`src/rtl/ssr_pkg.sv`:
```
`timescale 1ns / 1ps
`default_nettype none

package ssr_pkg;

  // display geometry
  localparam int DIGIT_COUNT = 8;
  localparam int MAX_SEGMENT = 10;

  // payload field widths
  localparam int POS_W   = 3;
  localparam int ROW_W   = 5;
  localparam int COL_W   = 4;
  localparam int SEG_W   = 4;
  localparam int VALUE_W = 27;

  // derived widths
  localparam int BCD_W   = 4 * DIGIT_COUNT;
  localparam int BND_W   = $clog2(2 * MAX_SEGMENT + 3);
  localparam int CMP_W   = (BND_W > ROW_W) ? BND_W : ROW_W;
  localparam int DCNT_W  = $clog2(DIGIT_COUNT + 1);
  localparam int PCMP_W  = (DCNT_W > POS_W) ? DCNT_W : POS_W;
  localparam int CNT_W   = $clog2(VALUE_W + 1);

  // register port
  localparam int ADDR_W = 3;
  localparam int DATA_W = 32;

  // segment bit positions in a mask
  localparam int SEG_A = 0;
  localparam int SEG_B = 1;
  localparam int SEG_C = 2;
  localparam int SEG_D = 3;
  localparam int SEG_E = 4;
  localparam int SEG_F = 5;
  localparam int SEG_G = 6;

  typedef enum logic {
    REG_SEGMENT_SIZE = 1'b0,
    REG_SHOWN_VALUE  = 1'b1
  } reg_index_t;

  typedef enum logic [1:0] {
    GLYPH_BLANK = 2'd0,
    GLYPH_HORIZ = 2'd1,
    GLYPH_VERT  = 2'd2
  } glyph_t;

  typedef struct packed {
    logic [POS_W-1:0] digit_position;
    logic [ROW_W-1:0] cell_row;
    logic [COL_W-1:0] cell_column;
  } item_t;

  typedef struct packed {
    glyph_t glyph;
    logic   shown;
  } result_t;

  // converter status, bcd digit 0 is least significant
  typedef struct packed {
    logic                        busy;
    logic                        overflow;
    logic [DIGIT_COUNT-1:0][3:0] bcd;
  } bcd_status_t;

  // settings seen by the pipeline, digit indexed by cell position
  typedef struct packed {
    logic                        busy;
    logic [DIGIT_COUNT-1:0][3:0] digit;
    logic [DIGIT_COUNT-1:0]      displayed;
    logic [CMP_W-1:0]            s;
    logic [CMP_W-1:0]            s_p1;
    logic [CMP_W-1:0]            s_p2;
    logic [CMP_W-1:0]            s2_p1;
    logic [CMP_W-1:0]            s2_p2;
  } cfg_t;

  // lit segments of a decimal digit
  function automatic logic [6:0] seg_mask(input logic [3:0] digit);
    logic [6:0] m;
    case (digit)
      4'd0:    m = 7'h3F;
      4'd1:    m = 7'h06;
      4'd2:    m = 7'h5B;
      4'd3:    m = 7'h4F;
      4'd4:    m = 7'h66;
      4'd5:    m = 7'h6D;
      4'd6:    m = 7'h7D;
      4'd7:    m = 7'h07;
      4'd8:    m = 7'h7F;
      4'd9:    m = 7'h6F;
      default: m = 7'h00;
    endcase
    return m;
  endfunction

endpackage

`default_nettype wire

```
`src/rtl/ssr_bcd.sv`:
```
`timescale 1ns / 1ps
`default_nettype none

module ssr_bcd (
  input  wire logic                        clk,
  input  wire logic                        rst,
  input  wire logic                        load,
  input  wire logic [ssr_pkg::VALUE_W-1:0] value,
  output ssr_pkg::bcd_status_t             status
);
  import ssr_pkg::*;

  logic [VALUE_W-1:0] bin;
  logic [BCD_W-1:0]   bcd;
  logic [BCD_W-1:0]   adj;
  logic [BCD_W-1:0]   bcd_next;
  logic               carry;
  logic               overflow;
  logic [CNT_W-1:0]   count;

  // add three to every digit of five or more before the shift
  always_comb begin
    for (int i = 0; i < DIGIT_COUNT; i++) begin
      adj[4*i +: 4] = (bcd[4*i +: 4] >= 4'd5) ? bcd[4*i +: 4] + 4'd3 : bcd[4*i +: 4];
    end
    {carry, bcd_next} = {adj, bin[VALUE_W-1]};
  end

  // one binary bit per cycle, msb first
  always_ff @(posedge clk) begin
    if (rst) begin
      count    <= '0;
      bcd      <= '0;
      overflow <= 1'b0;
    end else if (load) begin
      count    <= CNT_W'(VALUE_W);
      bcd      <= '0;
      overflow <= 1'b0;
    end else if (count != '0) begin
      count    <= count - CNT_W'(1);
      bcd      <= bcd_next;
      overflow <= overflow | carry;
    end
  end

  // shift register for the binary input
  always_ff @(posedge clk) begin
    if (load) begin
      bin <= value;
    end else if (count != '0) begin
      bin <= {bin[VALUE_W-2:0], 1'b0};
    end
  end

  assign status.busy     = (count != '0);
  assign status.overflow = overflow;
  assign status.bcd      = bcd;

endmodule

`default_nettype wire

```
`src/rtl/ssr_regs.sv`:
```
`timescale 1ns / 1ps
`default_nettype none

module ssr_regs (
  input  wire logic                       clk,
  input  wire logic                       rst,
  input  wire logic                       psel,
  input  wire logic                       penable,
  input  wire logic                       pwrite,
  input  wire logic [ssr_pkg::ADDR_W-1:0] paddr,
  input  wire logic [ssr_pkg::DATA_W-1:0] pwdata,
  output logic      [ssr_pkg::DATA_W-1:0] prdata,
  output logic                            pready,
  output ssr_pkg::cfg_t                   cfg
);
  import ssr_pkg::*;

  logic [SEG_W-1:0]   segment_size;
  logic [VALUE_W-1:0] shown_value;
  reg_index_t         reg_sel;
  logic               wr;
  logic               load;
  bcd_status_t        conv;
  logic [CMP_W-1:0]   seg_ext;
  logic [CMP_W-1:0]   s_eff;
  logic               lead;

  assign pready  = 1'b1;
  assign reg_sel = reg_index_t'(paddr[2]);
  assign wr      = psel & penable & pwrite;
  assign load    = wr & (reg_sel == REG_SHOWN_VALUE);

  // register writes
  always_ff @(posedge clk) begin
    if (rst) begin
      segment_size <= SEG_W'(2);
      shown_value  <= '0;
    end else if (wr) begin
      unique case (reg_sel)
        REG_SEGMENT_SIZE: segment_size <= pwdata[SEG_W-1:0];
        REG_SHOWN_VALUE:  shown_value  <= pwdata[VALUE_W-1:0];
        default:          ;
      endcase
    end
  end

  // read back
  always_comb begin
    unique case (reg_sel)
      REG_SEGMENT_SIZE: prdata = DATA_W'(segment_size);
      REG_SHOWN_VALUE:  prdata = DATA_W'(shown_value);
      default:          prdata = '0;
    endcase
  end

  // binary to decimal conversion after a value write
  ssr_bcd u_bcd (
    .clk    (clk),
    .rst    (rst),
    .load   (load),
    .value  (pwdata[VALUE_W-1:0]),
    .status (conv)
  );

  // clamp the stroke length, zero to one and anything above MAX_SEGMENT to MAX_SEGMENT
  always_comb begin
    seg_ext = CMP_W'(segment_size);
    if (seg_ext == '0) begin
      s_eff = CMP_W'(1);
    end else if (seg_ext > CMP_W'(MAX_SEGMENT)) begin
      s_eff = CMP_W'(MAX_SEGMENT);
    end else begin
      s_eff = seg_ext;
    end
  end

  // digits by position, the leading-zero blanking mask and the bounds
  always_comb begin
    cfg.busy  = conv.busy;
    cfg.s     = s_eff;
    cfg.s_p1  = s_eff + CMP_W'(1);
    cfg.s_p2  = s_eff + CMP_W'(2);
    cfg.s2_p1 = {s_eff[CMP_W-2:0], 1'b0} + CMP_W'(1);
    cfg.s2_p2 = {s_eff[CMP_W-2:0], 1'b0} + CMP_W'(2);
    lead = conv.overflow;
    for (int p = 0; p < DIGIT_COUNT; p++) begin
      cfg.digit[p]     = conv.bcd[DIGIT_COUNT-1-p];
      lead             = lead | (conv.bcd[DIGIT_COUNT-1-p] != 4'd0);
      cfg.displayed[p] = lead | (p == DIGIT_COUNT - 1);
    end
  end

endmodule

`default_nettype wire

```
`src/rtl/ssr_pipe.sv`:
```
`timescale 1ns / 1ps
`default_nettype none

module ssr_pipe (
  input  wire logic            clk,
  input  wire logic            rst,
  input  wire ssr_pkg::cfg_t   cfg,
  input  wire logic            item_valid,
  output logic                 item_stall,
  input  wire ssr_pkg::item_t  item,
  output logic                 result_valid,
  input  wire logic            result_stall,
  output ssr_pkg::result_t     result
);
  import ssr_pkg::*;

  // stage 1: digit lookup
  logic             v1;
  logic [6:0]       mask1;
  logic             disp1;
  logic [CMP_W-1:0] row1;
  logic [CMP_W-1:0] col1;

  // stage 2: geometry hits
  logic             v2;
  logic [6:0]       hit2;
  logic             shown2;

  // stage 3: output
  logic             v3;
  result_t          res3;

  logic             rdy1;
  logic             rdy2;
  logic             rdy3;
  logic             accept;

  logic [PCMP_W-1:0] pos_ext;
  logic              pos_ok;
  logic [3:0]        digit_sel;
  logic              disp_sel;

  logic in_cell, in_span, upper, lower;
  logic [6:0] hit_c;
  glyph_t glyph_c;

  // stall chain
  assign rdy3       = ~v3 | ~result_stall;
  assign rdy2       = ~v2 | rdy3;
  assign rdy1       = ~v1 | rdy2;
  assign item_stall = ~rdy1 | cfg.busy;
  assign accept     = item_valid & ~item_stall;

  // select the digit of the addressed cell
  always_comb begin
    pos_ext   = PCMP_W'(item.digit_position);
    pos_ok    = pos_ext < PCMP_W'(DIGIT_COUNT);
    digit_sel = 4'd0;
    disp_sel  = 1'b0;
    for (int p = 0; p < DIGIT_COUNT; p++) begin
      if (pos_ext == PCMP_W'(p)) begin
        digit_sel = cfg.digit[p];
        disp_sel  = cfg.displayed[p];
      end
    end
  end

  always_ff @(posedge clk) begin
    if (rst) begin
      v1 <= 1'b0;
    end else if (rdy1) begin
      v1 <= accept;
    end
  end

  always_ff @(posedge clk) begin
    if (rdy1) begin
      mask1 <= seg_mask(digit_sel);
      disp1 <= pos_ok & disp_sel;
      row1  <= CMP_W'(item.cell_row);
      col1  <= CMP_W'(item.cell_column);
    end
  end

  // row and column against the segment bounds
  always_comb begin
    in_cell = (row1 <= cfg.s2_p2) && (col1 <= cfg.s_p2);
    in_span = (col1 >= CMP_W'(1)) && (col1 <= cfg.s);
    upper   = (row1 >= CMP_W'(1)) && (row1 <= cfg.s);
    lower   = (row1 >= cfg.s_p2) && (row1 <= cfg.s2_p1);
    hit_c[SEG_A] = in_span && (row1 == '0) && mask1[SEG_A];
    hit_c[SEG_G] = in_span && (row1 == cfg.s_p1) && mask1[SEG_G];
    hit_c[SEG_D] = in_span && (row1 == cfg.s2_p2) && mask1[SEG_D];
    hit_c[SEG_F] = (col1 == '0) && upper && mask1[SEG_F];
    hit_c[SEG_E] = (col1 == '0) && lower && mask1[SEG_E];
    hit_c[SEG_B] = (col1 == cfg.s_p1) && upper && mask1[SEG_B];
    hit_c[SEG_C] = (col1 == cfg.s_p1) && lower && mask1[SEG_C];
  end

  always_ff @(posedge clk) begin
    if (rst) begin
      v2 <= 1'b0;
    end else if (rdy2) begin
      v2 <= v1;
    end
  end

  always_ff @(posedge clk) begin
    if (rdy2) begin
      hit2   <= hit_c;
      shown2 <= disp1 & in_cell;
    end
  end

  // horizontal strokes win over vertical ones
  always_comb begin
    if (!shown2) begin
      glyph_c = GLYPH_BLANK;
    end else if (hit2[SEG_A] | hit2[SEG_G] | hit2[SEG_D]) begin
      glyph_c = GLYPH_HORIZ;
    end else if (hit2[SEG_F] | hit2[SEG_E] | hit2[SEG_B] | hit2[SEG_C]) begin
      glyph_c = GLYPH_VERT;
    end else begin
      glyph_c = GLYPH_BLANK;
    end
  end

  always_ff @(posedge clk) begin
    if (rst) begin
      v3 <= 1'b0;
    end else if (rdy3) begin
      v3 <= v2;
    end
  end

  always_ff @(posedge clk) begin
    if (rdy3) begin
      res3.glyph <= glyph_c;
      res3.shown <= shown2;
    end
  end

  assign result_valid = v3;
  assign result       = res3;

endmodule

`default_nettype wire

```
`src/rtl/scaled_seven_segment_renderer.sv`:
```
// an accepted beat passes the stage 1, 2 and 3 registers to its result beat
// one beat per cycle unless stalled; three pipeline stages hold one beat each
// a write to shown_value starts a binary to decimal conversion, one
//   bit per cycle, during which input beats are stalled
// reset (rst, synchronous, active high): segment_size 2, shown_value 0,
//   pipeline empty, no conversion running
`timescale 1ns / 1ps
`default_nettype none

module scaled_seven_segment_renderer (
  input  wire logic                       clk,
  input  wire logic                       rst,
  input  wire logic                       psel,
  input  wire logic                       penable,
  input  wire logic                       pwrite,
  input  wire logic [ssr_pkg::ADDR_W-1:0] paddr,
  input  wire logic [ssr_pkg::DATA_W-1:0] pwdata,
  output logic      [ssr_pkg::DATA_W-1:0] prdata,
  output logic                            pready,
  input  wire logic                       item_valid,
  output logic                            item_stall,
  input  wire ssr_pkg::item_t             item,
  output logic                            result_valid,
  input  wire logic                       result_stall,
  output ssr_pkg::result_t                result
);
  import ssr_pkg::*;

  cfg_t cfg;

  // register port and digit conversion
  ssr_regs u_regs (
    .clk     (clk),
    .rst     (rst),
    .psel    (psel),
    .penable (penable),
    .pwrite  (pwrite),
    .paddr   (paddr),
    .pwdata  (pwdata),
    .prdata  (prdata),
    .pready  (pready),
    .cfg     (cfg)
  );

  // glyph pipeline
  ssr_pipe u_pipe (
    .clk          (clk),
    .rst          (rst),
    .cfg          (cfg),
    .item_valid   (item_valid),
    .item_stall   (item_stall),
    .item         (item),
    .result_valid (result_valid),
    .result_stall (result_stall),
    .result       (result)
  );

endmodule

`default_nettype wire

```
`config.mk`:
```
export PLATFORM = sky130hd
export DESIGN_NAME = scaled_seven_segment_renderer
export DESIGN_NICKNAME = d
export VERILOG_FILES = /design/src/rtl/ssr_pkg.sv /design/src/rtl/ssr_bcd.sv /design/src/rtl/ssr_regs.sv /design/src/rtl/ssr_pipe.sv /design/src/rtl/scaled_seven_segment_renderer.sv
export SDC_FILE = /design/constraint.sdc
export NUM_CORES = 1
export LEC_CHECK = 0
export ABC_AREA = 0
export BUFFER_PORTS_ARGS = -buffer_cell sky130_fd_sc_hd__clkbuf_2
export CAP_MARGIN = 20
export CORE_ASPECT_RATIO = 0.7
export CORE_MARGIN = 2
export CORE_UTILIZATION = 45
export CTS_BUF_LIST = sky130_fd_sc_hd__clkbuf_8
export CTS_CLUSTER_SIZE = 25
export DETAILED_ROUTE_END_ITERATION = 7
export MAX_ROUTING_LAYER = met4
export PLACE_DENSITY = 0.68
export REMOVE_ABC_BUFFERS = 1
export SETUP_SLACK_MARGIN = 0.2
export SYNTH_ARGS = -nofsm -noshare
export SYNTH_HDL_FRONTEND = slang
export SYNTH_SLANG_ARGS = --single-unit
```
`constraint.sdc`:
```
create_clock -name clk -period 3.75 [get_ports clk]
set_input_delay 0.375 -clock clk [delete_from_list [all_inputs] [get_ports clk]]
set_output_delay 0.375 -clock clk [all_outputs]
set_load 0.005 [all_outputs]
```
# Yosys cells after proc, flatten, opt, wreduce, memory -nomap -nowiden
# Memories as Yosys holds them, arrays and structs flattened. A register that Yosys moved wholly into a read port is not among the register bits.
# Index checks and enable logic that the tools add are counted.
[op_classes] addsub=13 n_lt_le_gt_ge=17 eq_ne=10 mux=32 n_bitwise=30 reduce_logical=35
[op_table] operator="two-way mux 4 bit" count=17
[op_table] operator="case mux 32 bit (2 select lines)" count=1
[op_table] operator="two-way mux 27 bit" count=2
[op_table] operator="adder 4 x 2 -> 4 bit (second input constant)" count=8
[op_table] operator=">= comparator 4 x 3 -> 1 bit (second input constant)" count=8
[op_table] operator="nonzero test 4 bit" count=7
[op_table] operator="logical AND 1 bit" count=18
[op_table] operator="bitwise OR 1 bit" count=17
[op_table] operator="less-or-equal comparator 5 bit" count=3
[op_table] operator="two-way mux 5 bit" count=3
[op_table] operator="== test 3 bit (second input constant)" count=4
[op_table] operator="adder 5 x 1 -> 5 bit (second input constant)" count=2
[op_table] operator="adder 5 x 2 -> 5 bit (second input constant)" count=2
[op_table] operator="== test 5 bit" count=2
[op_table] operator="less-or-equal comparator 4 x 5 -> 1 bit" count=2
[op_table] operator="zero test 5 bit" count=2
[op_table] operator="two-way mux 1 bit" count=8
[op_table] operator="inverter 1 bit" count=8
[op_table] operator="== test 3 x 2 -> 1 bit (second input constant)" count=2
[op_table] operator="AND 1 bit" count=5
[op_table] operator="== test 4 x 5 -> 1 bit" count=1
[op_table] operator=">= comparator 5 x 1 -> 1 bit (second input constant)" count=1
[op_table] operator=">= comparator 5 bit" count=1
[op_table] operator="nonzero test 5 bit" count=1
[op_table] operator="other kinds (10)" count=12
[totals] reg_bits=120 romBits=112 inputBits=54 elab_cells=156 mem_count=1
[memory_table] name="(name not given)" depth=16 word_bits=7 rd=1 rd_clocked_by_memory_dff=1 write_ports=0 line_no="ssr_pkg.sv:82" text="case (digit)"

# Longest topological paths before layout
[logic_depth] word_depth=9 mapped_depth=10

# By module
# Synthesis repeated with hierarchy kept, for this count alone.
[hier_totals] hier_cells=805 area_unflattened_um2=7574.8
[by_module_without_submodules] mod="ssr_bcd" instances=1 cells_each=353 area_per_inst_um2=3487.1 seq_area_each_um2=1571.5
[by_module_without_submodules] mod="ssr_pipe" instances=1 cells_each=232 area_per_inst_um2=2443.6 seq_area_each_um2=900.9
[by_module_without_submodules] mod="ssr_regs" instances=1 cells_each=220 area_per_inst_um2=1644.1 seq_area_each_um2=620.6

# Worst setup path before layout
# OpenSTA, ideal clock, no wires.
[synth_timing] path_kind="reg-to-reg" start="reg u_regs.u_bcd.count[0]" end="reg u_regs.u_bcd.bin[0], enable pin" t_arrival_ns=1.987 setup_slack_ns=1.318 path_stages_with_launch=7 synth_period_minus_slack_ns=2.432 cell_sequence="dfxtp_1 > inv_1 > ha_1 > or3b_1 > nor2_2 > clkbuf_1 > nand2_1"
[synth_between] elab_chain_len=2
[synth_lines] element="start, declared" line_no="ssr_bcd.sv:19" text="logic [CNT_W-1:0] count;"
[synth_lines] element="start signal, assigned" line_no="ssr_bcd.sv:36" text="count <= CNT_W'(VALUE_W);"
[synth_lines] element="start signal, assigned" line_no="ssr_bcd.sv:40" text="count <= count - CNT_W'(1);"
[synth_lines] element="nonzero test 5 bit" line_no="ssr_bcd.sv:50" text="end else if (count != '0) begin"
[synth_lines] element="nonzero test 2 bit (no source line)"
[synth_lines] element="end signal, assigned" line_no="ssr_bcd.sv:49" text="bin <= value;"
[synth_lines] element="end signal, assigned" line_no="ssr_bcd.sv:51" text="bin <= {bin[VALUE_W-2:0], 1'b0};"
[synth_lines] element="end, declared" line_no="ssr_bcd.sv:13" text="logic [VALUE_W-1:0] bin;"
# Every way passes these cells.
# A chain may end at the register's enable or synchronous reset.

# Worst setup path after layout
[layout_timing] start="reg u_regs.segment_size[3]" end="reg u_pipe.shown2 (data pin)"
[layout_between] elab_chain_len=7 elab_cells_between_ends=10 classes_between="add/sub (2); order compare (3); mux (2); bitwise (1); reduce/logical (2)"
[layout_lines] element="start, declared" line_no="ssr_regs.sv:18" text="logic [SEG_W-1:0] segment_size;"
[layout_lines] element="start signal, assigned" line_no="ssr_regs.sv:40" text="REG_SEGMENT_SIZE: segment_size <= pwdata[SEG_W-1:0];"
[layout_lines] element="greater-than comparator 4 bit" line_no="ssr_regs.sv:70" text="end else if (seg_ext > CMP_W'(MAX_SEGMENT)) begin"
[layout_lines] element="two-way mux 4 bit" line_no="ssr_regs.sv:70"
[layout_lines] element="two-way mux 5 bit *" line_no="ssr_regs.sv:68" text="if (seg_ext == '0) begin"
[layout_lines] element="adder 5 x 2 -> 5 bit, on equally long branches" line_no="ssr_regs.sv:84, ssr_regs.sv:82"
[layout_lines] element="less-or-equal comparator 5 bit or less-or-equal comparator 4 x 5 -> 1 bit (tied branches)" line_no="ssr_pipe.sv:87" text="in_cell = (row1 <= cfg.s2_p2) && (col1 <= cfg.s_p2);"
[layout_lines] element="logical AND 1 bit *" line_no="ssr_pipe.sv:87"
[layout_lines] element="AND 1 bit *" line_no="ssr_pipe.sv:111" text="shown2 <= disp1 & in_cell;"
[layout_lines] element="end signal, assigned" line_no="ssr_pipe.sv:111"
[layout_lines] element="end, declared" line_no="ssr_pipe.sv:27" text="logic shown2;"
# Mark *: on every way between the ends. The rest lies on a longest branch, timed or not.

==> impl_metrics.csv <==
group,metric,value,unit
route,wl,14200,µm
place,place_ws,1040,ps
sta,worstMarginPinSlew,992,ps
global_routing,grt_max_degree,45,
outcome,outcome,"finished, final reports clean",
power_and_ir_drop,ir_drop,0.313,mV
clock_tree,numCtsBuffers,17,
floorplan,pin_count,92,
sta,drv_slew,0,
synth,yosysSeqAreaShare,45.3,%
power_and_ir_drop,p_leak,3.32,nW
floorplan,coreArea,14800,µm²
sta,finalSetupViolCount,0,
worst_setup_path,reg2reg_depth,9,
clock_tree,clock_path_buffers,2,
route,drc,0,
layout,syn_to_final_growth,14.1,%
synth,syn_inst,730,
global_routing,grt_usage,18.8,%
worst_setup_path,startpoint,"u_regs.segment_size[3]$_SDFFE_PP0P_",
power_and_ir_drop,power_density,585,nW/µm²
floorplan,dieArea,16200,µm²
clock_tree,clk_latency,440,ps
synth,syn_area_per_cell,9.34,µm²
route,wire_per_inst,14.0,µm
place,routabilityCongestion,0.865,
clock_tree,cts_resized,0,
sta,whs,107,ps
synth,dominantRegCellSynth,"dfxtp_1",
worst_setup_path,crit_path_end_kind,"flip-flop",
run,cap_violations,0,
clock_tree,cts_hold_buf,0,
hold_path,hp-class,"input pin to flip-flop",
layout,final_util,52.7,%
place,dp_hpwl,10000,µm
layout,fillers,1319,
synth,synth.distinct_cells,66,
sta,max_clock_freq,372,MHz
sta,fin_crit_sh,71.7,%
clock_tree,cts_root_buf,"clkbuf_8",
floorplan,dieWidth,151,µm
power_and_ir_drop,total_power,0.00455,W
sta,tns,0,ps
worst_setup_path,crit_fanout,6,
layout,layout.nets,908,
floorplan,initial_core_util,46.2,%
clock_tree,cts_sinks,127,
route,num_vias,5206,
clock_tree,post_cts_buffers,0,
synth,synth_area,6820,µm²
sta,relSlewSlack,33.9,%
synth,synth_seq_cells,127,
layout,drive_gt1_share,17.9,%
sta,hold_viol,0,
sta,finClkSkew,17.6,ps
layout,diodes,0,
route,dr.pass1.iters,5,
worst_setup_path,worstPathRequired,3950,ps
worst_setup_path,worstSetupPathType,"flip-flop to flip-flop",
synth,yosysWarnings,0,
global_routing,antenna_found_initial,0,
clock_tree,cts_tree,"yes",
worst_setup_path,reg2reg_setup_slack,1060,ps
clock_tree,clk_pin_slew,90,ps
route,drt_iter0_drc,312,
floorplan,die_h,107,µm
sta,setup_slack,1060,ps
worst_setup_path,crit_end,"u_pipe.shown2$_DFFE_PP_",
sta,min_period,2690,ps
worst_setup_path,arrival,2890,ps
clock_tree,cts-htree-levels,4,
synth,async_flop_share,0,%
synth,synth-edff-count,55,
global_routing,grt.overflow.total,0,
global_routing,first_global_vias,4693,
floorplan,core.rowCount,37,
place,io_buffer_count,78,
worst_setup_path,reg2reg_from,"u_regs.segment_size[3]$_SDFFE_PP0P_",
global_routing,grt_pass1_wl,23400,µm
worst_setup_path,rr_endpoint,"u_pipe.shown2$_DFFE_PP_",
route,ant_nets,0,
sta,rsz0062_at_grt,"false",
route,viasPerCell,5.15,
worst_setup_path,start_kind,"flip-flop",
## metrics by stage
stage / instances / cell area (µm²)
after floorplan: 699 / 6660
after global placement: 979 / 7350
after detailed placement: 979 / 7350
after CTS: 1011 / 7780
after global routing: 1011 / 7780
final: 1011 / 7780
## worst max-delay path: stages (launching register included)
cell and delay [ps]:
dfxtp_1 370, a21oi_1 440, inv_1 200, ha_1 290
o21a_1 110, a21oi_1 310, ha_1 320, nand3_1 70
nor2_1 60, o221a_2 280
## synthesized netlist by cell type, types with 3 or more instances
cell type | instances | area share, %
nand2_1 | 156 | 8.6
a21oi_1 | 81 | 5.9
dfxtp_1 | 72 | 21
edfxtp_1 | 55 | 24
ha_1 | 51 | 9.4
inv_1 | 32 | 1.8
nor2_1 | 30 | 1.7
and2_1 | 25 | 2.3
o21ai_0 | 25 | 1.8
clkbuf_1 | 21 | 1.2
xnor2_1 | 17 | 2.2
nand2b_1 | 14 | 1.3
a211oi_1 | 12 | 1.3
mux2i_1 | 11 | 1.6
nand3_1 | 10 | 0.73
a21o_1 | 7 | 0.77
mux4_2 | 7 | 2.3
nor3_1 | 7 | 0.51
buf_4 | 6 | 0.66
nor4_1 | 6 | 0.55
nand4_1 | 5 | 0.46
nor3b_1 | 5 | 0.55
a31oi_1 | 4 | 0.37
and4_1 | 4 | 0.51
buf_1 | 4 | 0.22
inv_2 | 4 | 0.22
nor2b_1 | 4 | 0.37
buf_2 | 3 | 0.22
mux2_2 | 3 | 0.50
nand4b_1 | 3 | 0.39
o21a_1 | 3 | 0.33
xor2_1 | 3 | 0.39
## flip-flops by register name, indices dropped and copies added (netlist names), 3 cells and up
register             cells
u_pipe.hit2              7
u_regs.u_bcd.count       5
u_regs.shown_value      27
u_regs.u_bcd.bcd        32
u_regs.segment_size      4
u_regs.u_bcd.bin        27
u_pipe.row1              5
u_pipe.col1              4
u_pipe.mask1             7
u_pipe.result            3
## layer usage
layer  GRT usage [%]  share of wire, %
met5               -                 0
met4            3.60              0.55
met3            4.34               6.2
met2            25.4                39
met1            28.6                54
## area by class of cell
| class | instances | area [µm²] | area share [%] |
|---|---|---|---|
| repair buffers | 85 | 443 | 5.69 |
| flip-flops and latches | 127 | 3090 | 39.7 |
| clock buffers | 17 | 234 | 3.01 |
| well taps | 195 | 244 | 3.14 |
| inverters | 37 | 139 | 1.78 |
| clock inverters | 15 | 199 | 2.56 |
| multi-input cells | 535 | 3430 | 44.1 |
## power breakdown
group | internal [W] | switching, W
sequential | 0.00183 | 0.000175
clock | 0.000684 | 0.000617
combinational | 0.000499 | 0.000754
total | 0.00301 | 0.00155
## logic make-up after synthesis
family                     synth area share, %
AOI/OAI and AO/OA                         12.8
xor gates and xnor gates                  2.81
adders and majority gates                 9.50
buffers and inverters                     4.62
DFF                                       45.3
muxes                                     5.17
other                                    0.110
and+or+nand+nor                           19.6
## worst min path at each step
stage / startpoint / depth (start not counted) / endpoint / slack [ps]
5_1_grt: item[4] / 1 / u_pipe.row1[0]$_DFFE_PN_ / 80
3_3_place_gp: u_regs.shown_value[15]$_SDFFE_PP0P_ / 2 / u_regs.shown_value[15]$_SDFFE_PP0P_ / 440
3_5_place_dp: u_regs.shown_value[23]$_SDFFE_PP0P_ / 2 / u_regs.shown_value[23]$_SDFFE_PP0P_ / 440
4_1_cts: item[4] / 1 / u_pipe.row1[0]$_DFFE_PN_ / 90
6_report: item[4] / 1 / u_pipe.row1[0]$_DFFE_PN_ / 110
2_1_floorplan: u_pipe.v1$_SDFFE_PP0N_ / 2 / u_pipe.v2$_SDFFE_PP0P_ / 420
## layout by cell type (no fill, tap or decap), types with 5 or more instances in the layout
cell,instances
nor2_1,30
nor3_1,7
buf_4,7
nand2b_1,14
inv_1,32
conb_1,7
mux4_2,7
nor4_1,6
edfxtp_1,55
mux2i_1,11
inv_6,5
ha_1,51
nand3_1,10
nand2_1,156
a21oi_1,81
dfxtp_1,72
nor3b_1,5
clkbuf_8,17
a211oi_1,12
clkbuf_2,78
and2_1,25
xnor2_1,17
o21ai_0,25
a21o_1,7
nand4_1,5
Power figures use the tool's default switching activity.
